`src/hw/rtl/ymre_pkg.sv`:
```
// Shared types and constants for the YMODEM receive engine.
package ymre_pkg;

    localparam logic [15:0] CRC_POLY      = 16'h1021;
    localparam logic [7:0]  CH_C          = 8'h43;
    localparam logic [7:0]  CH_ACK        = 8'h06;
    localparam logic [7:0]  CH_EOT        = 8'h04;
    localparam logic [7:0]  CH_SOH        = 8'h01;
    localparam logic [7:0]  CH_STX        = 8'h02;
    localparam logic [7:0]  CH_NAK        = 8'h15;
    localparam logic [7:0]  CH_CAN        = 8'h18;
    localparam logic [10:0] SHORT_LEN     = 11'd128;
    localparam logic [10:0] LONG_LEN      = 11'd1024;
    localparam logic [15:0] TIMEOUT_RESET = 16'd2000;
    localparam logic [10:0] POS_MAX       = 11'd2047;
    localparam int          QDEPTH        = 4;
    localparam int          QAW           = 2;

    localparam logic [1:0] CMD_BYTE  = 2'd0;
    localparam logic [1:0] CMD_TICK  = 2'd1;
    localparam logic [1:0] CMD_START = 2'd2;

    localparam logic [2:0] KIND_PAYLOAD  = 3'd0;
    localparam logic [2:0] KIND_REPLY    = 3'd1;
    localparam logic [2:0] KIND_ACCEPTED = 3'd2;
    localparam logic [2:0] KIND_FINISHED = 3'd3;
    localparam logic [2:0] KIND_FAILED   = 3'd4;

    localparam logic [1:0] FC_NONE    = 2'd0;
    localparam logic [1:0] FC_TIMEOUT = 2'd1;
    localparam logic [1:0] FC_CRC     = 2'd2;
    localparam logic [1:0] FC_HEADER  = 2'd3;

    typedef enum logic [2:0] {
        PH_SETUP_STR = 3'd0,
        PH_FIRST     = 3'd1,
        PH_DATA      = 3'd2,
        PH_END       = 3'd3,
        PH_DISC      = 3'd4,
        PH_IDLE      = 3'd5
    } phase_t;

    typedef struct packed {
        logic [2:0] kind;
        logic [7:0] value;
        logic [1:0] fail_code;
    } result_t;

    // Up to two results per request travel as one queue entry.
    typedef struct packed {
        logic    two;
        result_t r0;
        result_t r1;
    } entry_t;

    function automatic logic [7:0] setup_char(input logic [2:0] idx);
        logic [7:0] c;
        begin
            case (idx)
                3'd0: c = 8'h72;
                3'd1: c = 8'h62;
                3'd2: c = 8'h20;
                3'd3: c = 8'h2D;
                3'd4: c = 8'h45;
                default: c = 8'h72;
            endcase
            return c;
        end
    endfunction

    function automatic logic [15:0] crc_byte(input logic [15:0] crc, input logic [7:0] b);
        logic [15:0] c;
        begin
            c = crc ^ {b, 8'h00};
            for (int i = 0; i < 8; i++) begin
                c = c[15] ? ({c[14:0], 1'b0} ^ CRC_POLY) : {c[14:0], 1'b0};
            end
            return c;
        end
    endfunction

endpackage

```
`src/hw/rtl/ymodem_receive_engine_top.sv`:
```
// Top level of the YMODEM receive engine.
//
// The s_ channel takes one request per cycle while the queue has room:
// a received byte with its frame_end flag, a millisecond tick, or a
// session start. The front end updates the protocol state in the cycle
// of acceptance and writes zero or one entry (holding one or two
// results) into a four-entry queue. The m_ channel presents results
// straight from the queue head, once the registered entry of a request
// reaches it; m_last marks the final result of each request. A request
// with two results is presented one result at a time. When the receiver
// stalls, the queue fills and s_ready drops once all four entries are
// taken. The timeout register tmo_reg is written through cfg_we and
// cfg_wdata; the user must write it only while idle, as the block does
// not enforce this. Synchronous reset empties the queue, returns to
// waiting for the setup string and loads a timeout of 2000 ticks.
module ymodem_receive_engine_top (
    input  logic        aclk,
    input  logic        aresetn,
    input  logic        cfg_we,
    input  logic [15:0] cfg_wdata,
    input  logic        s_valid,
    output logic        s_ready,
    input  logic [1:0]  s_command,
    input  logic [7:0]  s_rx_byte,
    input  logic        s_frame_end,
    output logic        m_valid,
    input  logic        m_ready,
    output logic [2:0]  m_kind,
    output logic [7:0]  m_value,
    output logic [1:0]  m_fail_code,
    output logic        m_last
);
    import ymre_pkg::*;

    logic   q_full, q_push, q_not_empty, q_pop;
    entry_t q_entry, q_head;

    ymre_front u_front (
        .aclk, .aresetn, .cfg_we, .cfg_wdata,
        .s_valid, .s_ready, .s_command, .s_rx_byte, .s_frame_end,
        .q_full, .q_push, .q_entry
    );

    ymre_queue u_queue (
        .aclk, .aresetn,
        .push(q_push), .push_entry(q_entry), .full(q_full),
        .not_empty(q_not_empty), .pop(q_pop), .head(q_head)
    );

    ymre_back u_back (
        .aclk, .aresetn, .q_not_empty, .q_head, .q_pop,
        .m_valid, .m_ready, .m_kind, .m_value, .m_fail_code, .m_last
    );

    // Only failures carry a failure code.
    a_fc_kind: assert property (@(posedge aclk) disable iff (!aresetn)
        m_valid && m_fail_code != FC_NONE |-> m_kind == KIND_FAILED)
        else $error("fail code on non-failure result");

    // A failure always ends its request.
    a_fail_last: assert property (@(posedge aclk) disable iff (!aresetn)
        m_valid && m_kind == KIND_FAILED |-> m_last)
        else $error("failure not last");

    // The queue never takes a write while full.
    a_no_overflow: assert property (@(posedge aclk) disable iff (!aresetn)
        q_full |-> !q_push)
        else $error("queue overflow");

endmodule

```
`src/hw/rtl/ymre_front.sv`:
```
// Front end: accepts requests, tracks protocol state and builds result entries.
module ymre_front (
    input  logic              aclk,
    input  logic              aresetn,
    input  logic              cfg_we,
    input  logic [15:0]       cfg_wdata,
    input  logic              s_valid,
    output logic              s_ready,
    input  logic [1:0]        s_command,
    input  logic [7:0]        s_rx_byte,
    input  logic              s_frame_end,
    input  logic              q_full,
    output logic              q_push,
    output ymre_pkg::entry_t  q_entry
);
    import ymre_pkg::*;

    phase_t      phase_reg, phase_next;
    logic [10:0] pos_reg, pos_next;
    logic [15:0] crc_reg, crc_next;
    logic [15:0] rcrc_reg, rcrc_next;
    logic [7:0]  bhdr_reg, bhdr_next;
    logic        long_reg, long_next;
    logic [7:0]  fhdr_reg, fhdr_next;
    logic [2:0]  match_reg, match_next;
    logic        seen_reg, seen_next;
    logic [15:0] tick_reg, tick_next;
    logic [15:0] tmo_reg;

    logic        acc;
    logic [1:0]  n;
    result_t     r0, r1;
    logic [7:0]  hdr;
    logic [10:0] len;
    logic [11:0] pos_x, len_x;
    logic        crc_ok;
    logic [15:0] tick_inc;

    assign s_ready = !q_full;
    assign acc     = s_valid && s_ready;

    always_ff @(posedge aclk) begin
        if (!aresetn) begin
            tmo_reg <= TIMEOUT_RESET;
        end else if (cfg_we) begin
            tmo_reg <= cfg_wdata;
        end
    end

    always_ff @(posedge aclk) begin
        if (!aresetn) begin
            phase_reg <= PH_SETUP_STR;
            pos_reg   <= '0;
            crc_reg   <= '0;
            rcrc_reg  <= '0;
            bhdr_reg  <= '0;
            long_reg  <= 1'b0;
            fhdr_reg  <= '0;
            match_reg <= '0;
            seen_reg  <= 1'b0;
            tick_reg  <= '0;
        end else if (acc) begin
            phase_reg <= phase_next;
            pos_reg   <= pos_next;
            crc_reg   <= crc_next;
            rcrc_reg  <= rcrc_next;
            bhdr_reg  <= bhdr_next;
            long_reg  <= long_next;
            fhdr_reg  <= fhdr_next;
            match_reg <= match_next;
            seen_reg  <= seen_next;
            tick_reg  <= tick_next;
        end
    end

    always_comb begin
        phase_next = phase_reg;
        pos_next   = pos_reg;
        crc_next   = crc_reg;
        rcrc_next  = rcrc_reg;
        bhdr_next  = bhdr_reg;
        long_next  = long_reg;
        fhdr_next  = fhdr_reg;
        match_next = match_reg;
        seen_next  = seen_reg;
        tick_next  = tick_reg;
        n          = 2'd0;
        r0         = '{kind: KIND_REPLY, value: 8'h00, fail_code: FC_NONE};
        r1         = '{kind: KIND_REPLY, value: 8'h00, fail_code: FC_NONE};
        hdr        = (pos_reg == 11'd0) ? s_rx_byte : fhdr_reg;
        if (phase_reg == PH_FIRST) begin
            len = (hdr == CH_STX) ? LONG_LEN : SHORT_LEN;
        end else begin
            len = long_reg ? LONG_LEN : SHORT_LEN;
        end
        pos_x    = {1'b0, pos_reg};
        len_x    = {1'b0, len};
        tick_inc = (tick_reg != 16'hFFFF) ? tick_reg + 16'd1 : tick_reg;
        crc_ok   = 1'b0;

        if (s_command == CMD_START) begin
            phase_next = PH_SETUP_STR;
            pos_next   = '0;
            crc_next   = '0;
            rcrc_next  = '0;
            bhdr_next  = '0;
            long_next  = 1'b0;
            fhdr_next  = '0;
            match_next = '0;
            seen_next  = 1'b0;
            tick_next  = '0;
        end else if (s_command == CMD_TICK && phase_reg != PH_IDLE) begin
            tick_next = tick_inc;
            if (tick_inc >= tmo_reg) begin
                tick_next = '0;
                if (phase_reg == PH_SETUP_STR) begin
                    n  = 2'd1;
                    r0 = '{kind: KIND_REPLY, value: CH_C, fail_code: FC_NONE};
                end else if (phase_reg == PH_DATA) begin
                    n  = 2'd2;
                    r0 = '{kind: KIND_REPLY, value: CH_CAN, fail_code: FC_NONE};
                    r1 = '{kind: KIND_FAILED, value: 8'h00, fail_code: FC_TIMEOUT};
                    phase_next = PH_IDLE;
                end else begin
                    n  = 2'd1;
                    r0 = '{kind: KIND_FAILED, value: 8'h00, fail_code: FC_TIMEOUT};
                    phase_next = PH_IDLE;
                end
            end
        end else if (s_command == CMD_BYTE && phase_reg != PH_IDLE) begin
            if (pos_reg == 11'd0) begin
                fhdr_next = s_rx_byte;
            end
            if (phase_reg == PH_SETUP_STR) begin
                if (s_rx_byte == setup_char(match_reg)) begin
                    if (match_reg == 3'd4) begin
                        seen_next  = 1'b1;
                        match_next = '0;
                    end else begin
                        match_next = match_reg + 3'd1;
                    end
                end else begin
                    match_next = (s_rx_byte == setup_char(3'd0)) ? 3'd1 : 3'd0;
                end
            end else if (pos_x >= 12'd3 && pos_x < 12'd3 + len_x) begin
                crc_next = crc_byte(crc_reg, s_rx_byte);
                if (phase_reg == PH_DATA && fhdr_next == bhdr_reg && !s_frame_end) begin
                    n  = 2'd1;
                    r0 = '{kind: KIND_PAYLOAD, value: s_rx_byte, fail_code: FC_NONE};
                end
            end else if (pos_x == 12'd3 + len_x) begin
                rcrc_next = {s_rx_byte, rcrc_reg[7:0]};
            end else if (pos_x == 12'd4 + len_x) begin
                rcrc_next = {rcrc_reg[15:8], s_rx_byte};
            end
            pos_next = (pos_reg != POS_MAX) ? pos_reg + 11'd1 : pos_reg;

            if (s_frame_end) begin
                // A frame ending on a data byte never carries its CRC bytes.
                crc_ok = ({1'b0, pos_next} >= 12'd5 + len_x) && (crc_next == rcrc_next);
                case (phase_reg)
                    PH_SETUP_STR: begin
                        n  = 2'd1;
                        r0 = '{kind: KIND_REPLY, value: CH_C, fail_code: FC_NONE};
                        if (seen_next) begin
                            phase_next = PH_FIRST;
                        end
                    end
                    PH_FIRST: begin
                        if (fhdr_next == 8'h00) begin
                            n = 2'd0;
                        end else if (fhdr_next == CH_SOH || fhdr_next == CH_STX) begin
                            bhdr_next = fhdr_next;
                            long_next = (fhdr_next == CH_STX);
                            n = 2'd1;
                            if (crc_ok) begin
                                r0 = '{kind: KIND_REPLY, value: CH_ACK, fail_code: FC_NONE};
                                phase_next = PH_DATA;
                            end else begin
                                r0 = '{kind: KIND_FAILED, value: 8'h00, fail_code: FC_CRC};
                                phase_next = PH_IDLE;
                            end
                        end else begin
                            n  = 2'd1;
                            r0 = '{kind: KIND_FAILED, value: 8'h00, fail_code: FC_HEADER};
                            phase_next = PH_IDLE;
                        end
                    end
                    PH_DATA: begin
                        // Frame end byte is never streamed, so slot 0 is free here.
                        if (fhdr_next == bhdr_reg) begin
                            n = 2'd2;
                            if (crc_ok) begin
                                r0 = '{kind: KIND_REPLY, value: CH_ACK, fail_code: FC_NONE};
                                r1 = '{kind: KIND_ACCEPTED, value: 8'h00, fail_code: FC_NONE};
                            end else begin
                                r0 = '{kind: KIND_REPLY, value: CH_CAN, fail_code: FC_NONE};
                                r1 = '{kind: KIND_FAILED, value: 8'h00, fail_code: FC_CRC};
                                phase_next = PH_IDLE;
                            end
                        end else if (fhdr_next == CH_EOT) begin
                            n  = 2'd1;
                            r0 = '{kind: KIND_REPLY, value: CH_NAK, fail_code: FC_NONE};
                            phase_next = PH_END;
                        end else begin
                            n  = 2'd2;
                            r0 = '{kind: KIND_REPLY, value: CH_CAN, fail_code: FC_NONE};
                            r1 = '{kind: KIND_FAILED, value: 8'h00, fail_code: FC_HEADER};
                            phase_next = PH_IDLE;
                        end
                    end
                    PH_END: begin
                        if (fhdr_next == CH_EOT) begin
                            n  = 2'd2;
                            r0 = '{kind: KIND_REPLY, value: CH_ACK, fail_code: FC_NONE};
                            r1 = '{kind: KIND_REPLY, value: CH_C, fail_code: FC_NONE};
                            phase_next = PH_DISC;
                        end else begin
                            n  = 2'd1;
                            r0 = '{kind: KIND_FAILED, value: 8'h00, fail_code: FC_HEADER};
                            phase_next = PH_IDLE;
                        end
                    end
                    default: begin
                        if (fhdr_next == bhdr_reg) begin
                            n  = 2'd2;
                            r0 = '{kind: KIND_REPLY, value: CH_ACK, fail_code: FC_NONE};
                            r1 = '{kind: KIND_FINISHED, value: 8'h00, fail_code: FC_NONE};
                        end else begin
                            n  = 2'd1;
                            r0 = '{kind: KIND_FAILED, value: 8'h00, fail_code: FC_HEADER};
                        end
                        phase_next = PH_IDLE;
                    end
                endcase
                pos_next   = '0;
                crc_next   = '0;
                rcrc_next  = '0;
                fhdr_next  = '0;
                match_next = '0;
                seen_next  = 1'b0;
                tick_next  = '0;
            end
        end
    end

    assign q_push        = acc && (n != 2'd0);
    assign q_entry.two   = (n == 2'd2);
    assign q_entry.r0    = r0;
    assign q_entry.r1    = r1;

endmodule

```
`src/hw/rtl/ymre_queue.sv`:
```
// Short entry queue between the front end and the output stage.
module ymre_queue (
    input  logic             aclk,
    input  logic             aresetn,
    input  logic             push,
    input  ymre_pkg::entry_t push_entry,
    output logic             full,
    output logic             not_empty,
    input  logic             pop,
    output ymre_pkg::entry_t head
);
    import ymre_pkg::*;

    entry_t         mem_reg [QDEPTH];
    logic [QAW-1:0] wp_reg, rp_reg;
    logic [QAW:0]   cnt_reg;

    assign full      = (cnt_reg == QAW'(0) + (QAW+1)'(QDEPTH));
    assign not_empty = (cnt_reg != '0);
    assign head      = mem_reg[rp_reg];

    always_ff @(posedge aclk) begin
        if (push) begin
            mem_reg[wp_reg] <= push_entry;
        end
    end

    always_ff @(posedge aclk) begin
        if (!aresetn) begin
            wp_reg  <= '0;
            rp_reg  <= '0;
            cnt_reg <= '0;
        end else begin
            if (push) begin
                wp_reg <= wp_reg + QAW'(1);
            end
            if (pop) begin
                rp_reg <= rp_reg + QAW'(1);
            end
            cnt_reg <= cnt_reg + (QAW+1)'(push) - (QAW+1)'(pop);
        end
    end

endmodule

```
`src/hw/rtl/ymre_back.sv`:
```
// Back end: unpacks queue entries into single results on the output channel.
module ymre_back (
    input  logic             aclk,
    input  logic             aresetn,
    input  logic             q_not_empty,
    input  ymre_pkg::entry_t q_head,
    output logic             q_pop,
    output logic             m_valid,
    input  logic             m_ready,
    output logic [2:0]       m_kind,
    output logic [7:0]       m_value,
    output logic [1:0]       m_fail_code,
    output logic             m_last
);
    import ymre_pkg::*;

    logic    second_reg;
    result_t cur;

    assign cur         = second_reg ? q_head.r1 : q_head.r0;
    assign m_valid     = q_not_empty;
    assign m_kind      = cur.kind;
    assign m_value     = cur.value;
    assign m_fail_code = cur.fail_code;
    assign m_last      = second_reg || !q_head.two;
    assign q_pop       = m_valid && m_ready && m_last;

    always_ff @(posedge aclk) begin
        if (!aresetn) begin
            second_reg <= 1'b0;
        end else if (m_valid && m_ready) begin
            second_reg <= !m_last;
        end
    end

endmodule
```
`config.mk`:
```
export PLATFORM = sky130hd
export DESIGN_NAME = ymodem_receive_engine_top
export DESIGN_NICKNAME = d
export VERILOG_FILES = /design/src/hw/rtl/ymre_pkg.sv /design/src/hw/rtl/ymodem_receive_engine_top.sv /design/src/hw/rtl/ymre_front.sv /design/src/hw/rtl/ymre_queue.sv /design/src/hw/rtl/ymre_back.sv
export SDC_FILE = /design/constraint.sdc
export NUM_CORES = 1
export LEC_CHECK = 0
export BUFFER_PORTS_ARGS = -buffer_cell sky130_fd_sc_hd__buf_2
export CAP_MARGIN = 5
export CORE_MARGIN = 2
export CORE_UTILIZATION = 45
export DETAILED_ROUTE_END_ITERATION = 8
export PLACE_DENSITY = 0.68
export SLEW_MARGIN = 15
export SYNTH_ARGS = -nofsm -noshare
export SYNTH_HDL_FRONTEND = slang
export SYNTH_SLANG_ARGS = --single-unit
```
`constraint.sdc`:
```
create_clock -name aclk -period 4.7 [get_ports aclk]
set_input_delay 0.47 -clock aclk [delete_from_list [all_inputs] [get_ports aclk]]
set_output_delay 0.47 -clock aclk [all_outputs]
set_load 0.005 [all_outputs]
```
# Word-level counts from Yosys, hierarchy flattened
# Memories as Yosys holds them, arrays and structs flattened. A register that Yosys moved wholly into a read port is not among the register bits.
# Index checks and enable logic that the tools add are counted.
[totals]
word_cells = 260
latchBits = 0
regBits = 107
output_inout_bits = 16
ram_bits = 108
memories = 1
mem_bits_ro = 0
[mem_list]
columns = ["memory", "depth", "word_bits", "rd", "rd_clocked_by_memory_dff", "write_ports", "line_no", "source"]
rows = [
  ["u_queue.mem_reg", 4, 27, 1, 1, 1, "ymre_queue.sv:14", "entry_t mem_reg [QDEPTH];"],
]
[classes]
n_eq_ne = 31
n_lt_le_gt_ge = 4
mul = 0
shift = 0
bitwise_logic = 9
n_mux = 155
reduce_logical = 35
n_addsub = 10
n_div = 0
[ops]
columns = ["op", "count"]
rows = [
  ["two-way mux 13 bit", 34],
  ["two-way mux 16 bit", 25],
  ["two-way mux 8 bit", 20],
  ["two-way mux 11 bit", 9],
  ["two-way mux 3 bit", 20],
  ["case mux 13 bit (4 select lines)", 1],
  ["case mux 13 bit (3 select lines)", 1],
  ["two-way mux 2 bit", 15],
  ["case mux 7 bit (4 select lines)", 1],
  ["adder 3 x 11 -> 12 bit, first input constant", 2],
  ["equality test 11 x 12 -> 1 bit", 2],
  ["NOT 3 bit", 8],
  ["two-way mux 1 bit", 23],
  ["adder 16 x 1 -> 16 bit, second input constant", 1],
  ["equality test 16 bit", 1],
  ["equality test 8 x 2 -> 1 bit, second input constant", 2],
  ["equality test 8 bit", 2],
  ["greater-or-equal comparator 16 bit", 1],
  ["!= test 16 bit, second input constant", 1],
  ["XOR 16 bit", 1],
  ["adder 2 x 11 -> 12 bit, first input constant", 1],
  ["equality test 3 x 2 -> 1 bit, second input constant", 4],
  ["greater-or-equal comparator 11 x 12 -> 1 bit", 1],
  ["< comparator 11 x 12 -> 1 bit", 1],
  ["39 further kinds", 67],
]

# Longest topological paths before layout
[logic_depth]
depth_word = 32
mapped_depth = 24

# Cells and area by module
# A second synthesis with hierarchy kept.
[hier_totals]
hier_cells = 1179
hier_area_um2 = 12256.8
[modules_own_cells]
columns = ["module", "instances", "seq_area_each_um2", "area_each_um2", "cells_each"]
rows = [
  ["ymre_front", 1, 1981.9, 7588.5, 973],
  ["ymre_queue", 1, 3423.3, 4388.0, 184],
  ["ymre_back", 1, 20.0, 280.3, 22],
]

# Worst setup path after synthesis
# No wires, ideal clock.
[synth_timing]
kind = "input-to-reg"
start = "input port s_rx_byte[1]"
end = "memory u_queue.mem_reg[0][16] (netlist bit) (data pin)"
t_arrival_ns = 4.243
path_stages = 19
setup_time_ns = 0.230
t_required_ns = 4.470
path_buffers = 3
path_slack_ns = 0.227
cell_sequence = "clkbuf_1 > nor2b_1 > nand4_1 > mux2i_4 > nor2_1 > ha_1 > o21ai_0 > o311a_1 > o31ai_1 > a211oi_2 > buf_6 > buf_12 > mux2i_1 > xnor2_1 > o2111ai_1 > nor4b_4 > nand2_2 > o211a_1 > a2111oi_2"
[synth_rtl]
columns = ["item", "line_no", "source"]
rows = [
  ["start, declared", "ymodem_receive_engine_top.sv:24", "input logic [7:0] s_rx_byte,"],
  ["end, declared", "ymre_queue.sv:14", ""],
]

# Worst setup path in the final report
[layout_timing]
start = "register u_front.tick_reg[1]"
end = "register u_queue.cnt_reg[2]"
[layout_via]
elab_chain_cells = 10
elab_cells_between_ends = 11
[layout_rtl]
columns = ["item", "line_no", "source"]
rows = [
  ["start, declared", "ymre_front.sv:27", "logic [15:0] tick_reg, tick_next;"],
  ["start signal, assigned", "ymre_front.sv:72", "tick_reg <= tick_next;"],
  ["adder 16 x 1 -> 16 bit / != test 16 bit (equally long branches)", "ymre_front.sv:98", "tick_inc = (tick_reg != 16'hFFFF) ? tick_reg + 16'd1 : tick_reg;"],
  ["two-way mux 16 bit (*)", "ymre_front.sv:98", ""],
  ["greater-or-equal comparator 16 bit (*)", "ymre_front.sv:114", "if (tick_inc >= tmo_reg) begin"],
  ["two-way mux 2 bit (*)", "ymre_front.sv:114", ""],
  ["two-way mux 2 bit (*)", "ymre_front.sv:112", "end else if (s_command == CMD_TICK && phase_reg != PH_IDLE) begin"],
  ["two-way mux 2 bit (*)", "ymre_front.sv:101", "if (s_command == CMD_START) begin"],
  ["nonzero test 2 bit (*)", "ymre_front.sv:247", "assign q_push = acc && (n != 2'd0);"],
  ["logical AND 1 bit (*)", "ymre_front.sv:247", ""],
  ["via q_push", "ymodem_receive_engine_top.sv:35", "logic q_full, q_push, q_not_empty, q_pop;"],
  ["adder 3 x 1 -> 3 bit (*)", "ymre_queue.sv:40", "cnt_reg <= cnt_reg + (QAW+1)'(push) - (QAW+1)'(pop);"],
  ["subtractor 3 x 1 -> 3 bit (*)", "ymre_queue.sv:40", ""],
  ["end signal, assigned", "ymre_queue.sv:40", ""],
  ["end, declared", "ymre_queue.sv:16", "logic [QAW:0] cnt_reg;"],
]
# The timed path passes the listed nets; every way through them passes the cells marked *.
# A chain may end at the register's enable or synchronous reset.

==> results.md <==
- First-pass GRT wire length: 40.45 mm
- Worst Hold End: u_front.tmo_reg[4]$_SDFFE_PN1P_
- DR iter-0 viols: 613
- Post-layout nets: 1193
- Worst Path Required: 5.04 ns
- Worst-path maximum fanout: 5
- Overall routed net length: 24.80 mm
- Worst setup SP type: flip-flop
- Syn Nets: 1136
- RSZ-0062 raised after global routing: no
- GRT Total Usage: 20.94%
- Max Cap Violations: 0
- Largest net degree at the start of global routing: 47
- Routability Congestion: 0.8759
- Area after DPL: 11220 sq um
- Die ar.: 24430 sq um
- CTS H-tree depth: 4
- WL/cell: 17.36 um
- Vias per cell: 5.700
- Vias in the first global route: 7589
- Tcrit/Tclk final: 93.48%
- Total grt overflow: 0
- Worst min path class: input port to flip-flop
- Clk_skew: 0.01370 ns
- Final-report hold violation count: 0
- Synth area leader: edfxtp_1
- Hold Startpoint: cfg_wdata[4]
- Final worst slack: 0.3065 ns
- TritonRoute pass-1 iters: 5
- P_leak: 4.507 nW
- Effective utilization at floorplan: 45.97%
- Num ports: 48
- Setup WS pre-CTS: 0.005039 ns
- Port-buffer cells: 47
- Root Driver: clkbuf_16
- Synth-to-Final Area Change: 14.23%
- Final slew viol count: 0
- Yosys warnings: 0
- CTS tree: yes
- Netlist Area Pre-Place: 10440 sq um
- DRT antenna net count: 0
- Worst Reg2Reg Path Length in Cells: 24
- Slew headroom: 27.47%
- Crit Reg-Reg Endpoint: u_queue.cnt_reg[2]$_SDFF_PN0_
- Ys flop type: dfxtp_1
- Peak supply drop: 0.0002302 V
- Max Root-Sink Buffers: 2
- Num CTS Buffers: 17
- Initial antenna violation count: 0
- Core area: 22710 sq um
- Final Util: 52.51%
- Die width: 156.3 um
- F_max: 227.6 MHz
- CP arrival: 4.73 ns
- Share of flip-flops with an asynchronous set or reset: 0%
- Critical setup path kind: flip-flop to flip-flop
- Largest register FFs: 76
- TNS Setup: 0 ns
- Die Span Y: 156.3 um
- Hold path cells: 3
- Reg clk slew, reported paths: 0.07 ns
- Reg2Reg Setup Slack: 0.31 ns
- Row cnt: 55
- Fin crit period: 4.394 ns
- Kind of end point of the critical path: flip-flop
- Sequential area share after synthesis: 42.76%
- Worst-Skew Late Latency: 0.44 ns
- Residual DRC: 0
- Routed vias: 8139
- Netlist cell types: 73
- Post-route cell area: 11930 sq um
- Synth Instances: 1071
- R2r startpoint: u_front.tick_reg[1]$_SDFFE_PN0P_
- Final HPWL DP: 17.26 mm
- Syn avg cell area: 9.748 sq um
- Clk sinks: 185
- Status: complete, no violations
- Worst-margin pin slew: 1.081 ns
- Endpoints failing setup: 0
- Share of layout cells above drive strength 1: 15.60%
- Power Dens Cells: 327.1 nW/um^2
- Number of synthesized flops with an enable pin: 76
- Top post-synthesis cells by area: edfxtp_1 (22%), dfxtp_1 (21%), mux2i_1 (4.7%)
- Share of the synthesized area in the top cell type: 21.86%
- Yosys reg bits: 185
per-stage QoR:
stage | instances | power, mW | hold slack, ns
floorplan | 1071 | 2.198 | 0.4536
global placement | 1394 | 2.390 | 0.4659
detailed placement | 1394 | 2.399 | 0.4736
CTS | 1426 | 3.945 | 0.2299
global route | 1426 | 4.074 | 0.2526
finish | 1428 | 3.901 | 0.2492
cells by family after synthesis:
kind of cell / after synthesis / synth area share, %
AOI/OAI and AO/OA: 221 / 14.84
xor gates and xnor gates: 69 / 5.789
adders and majority gates: 33 / 4.027
buffers and inverters: 105 / 4.147
DFF: 185 / 42.76
muxes: 71 / 9.228
and+or+nand+nor: 387 / 19.21
cell usage in the layout (no fill, tap or decap), types with 5 or more instances in the layout:
master and n:
mux2i_1 49, nor2b_1 76, o211ai_1 11, xnor2_1 46, a41oi_1 5, mux4_2 19
and2_1 23, and3_1 18, a211oi_1 5, nand2b_1 7, o21ai_0 30, a21oi_1 36
nand2_1 110, a31oi_1 15, or3_1 9, nor4_1 6, a21boi_0 15, clkbuf_16 18
nor2_1 51, a22oi_1 48, edfxtp_1 76, buf_2 47, o31ai_1 6, a21o_1 10
nor3_1 18, ha_1 31, xor2_1 22, buf_4 54, inv_1 39, nand3_1 32
dfxtp_1 108, nand4_1 15
how the worst max path moves through the flow:
stage	startpoint	end	slack, ns	cells after the start
2_1_floorplan	s_rx_byte[1]	u_queue.mem_reg[0][16]$_DFFE_PP_	0.23	19
3_3_place_gp	s_rx_byte[4]	u_queue.mem_reg[0][25]$_DFFE_PP_	0.15	19
3_5_place_dp	s_rx_byte[4]	u_queue.mem_reg[3][16]$_DFFE_PP_	0.005	18
4_1_cts	u_front.tick_reg[0]$_SDFFE_PN0P_	u_queue.cnt_reg[2]$_SDFF_PN0_	0.19	24
5_1_grt	u_front.tick_reg[3]$_SDFFE_PN0P_	u_queue.mem_reg[0][15]$_DFFE_PP_	0.006	17
6_report	u_front.tick_reg[1]$_SDFFE_PN0P_	u_queue.cnt_reg[2]$_SDFF_PN0_	0.31	24
synth_stat cells, types with 7 or more instances:
library cell and number:
a21o_1 10, a21boi_0 15, and3_1 19, nand2_1 110
o21ai_0 31, clkbuf_1 56, nand2b_1 7, and2_1 23
xnor2_1 46, nand3_1 32, nor3_1 19, xor2_1 23
mux4_2 19, nor2_1 52, mux2i_1 49, or3_1 9
a22oi_1 48, inv_1 39, nor2b_1 76, edfxtp_1 76
a21oi_1 36, dfxtp_1 109, o211ai_1 11, a31oi_1 15
nand4_1 15, ha_1 32
critical path, stage by stage, from the launching register on:
cell,delay [ns]
dfxtp_1,0.38
ha_2,0.23
nand2_1,0.07
nor2_2,0.14
and3_4,0.23
and3_1,0.18
buf_4,0.13
xor2_1,0.17
ha_1,0.25
nand2b_1,0.14
a21o_1,0.18
a21o_1,0.16
a21o_1,0.16
a21o_1,0.17
a21o_1,0.16
a21o_1,0.16
a21oi_1,0.21
o21ai_1,0.18
o2111a_1,0.19
ha_1,0.20
inv_1,0.07
fa_1,0.18
xnor2_1,0.13
xnor2_1,0.08
and2_1,0.14
final cells by class:
cell class | count | area, sq um
Fill cell | 2043 | 10780
Multi-Input combinational cell | 781 | 5607
Sequential cell | 185 | 4466
Timing Repair Buffer | 104 | 700.7
Clock buffer | 20 | 467.9
Tap cell | 285 | 356.6
Clock inverter | 12 | 176.4
Inverter | 39 | 146.4
Antenna cell | 2 | 5.005
power breakdown:
group / internal [mW] / switching, mW / total (mW)
clock network: 0.901 / 0.641 / 1.54
registers: 1.71 / 0.0297 / 1.74
logic: 0.278 / 0.336 / 0.614
total: 2.89 / 1.01 / 3.90
metal layers:
layer	GRT usage, %	vias to the layer above	routed length [um]
li1	-	4005	-
met1	30.36	3863	11770
met2	31.86	241	11230
met3	3.794	30	1455
met4	6.335	0	335
met5	0	-	0
timing repair:
item | CTS | global route
hold buffers | 0 | 0
setup endpoints to repair | 0 | 40
resized for setup | 0 | 10
setup buffers | 0 | 0
Note: power is estimated with default switching activity, not from simulation.
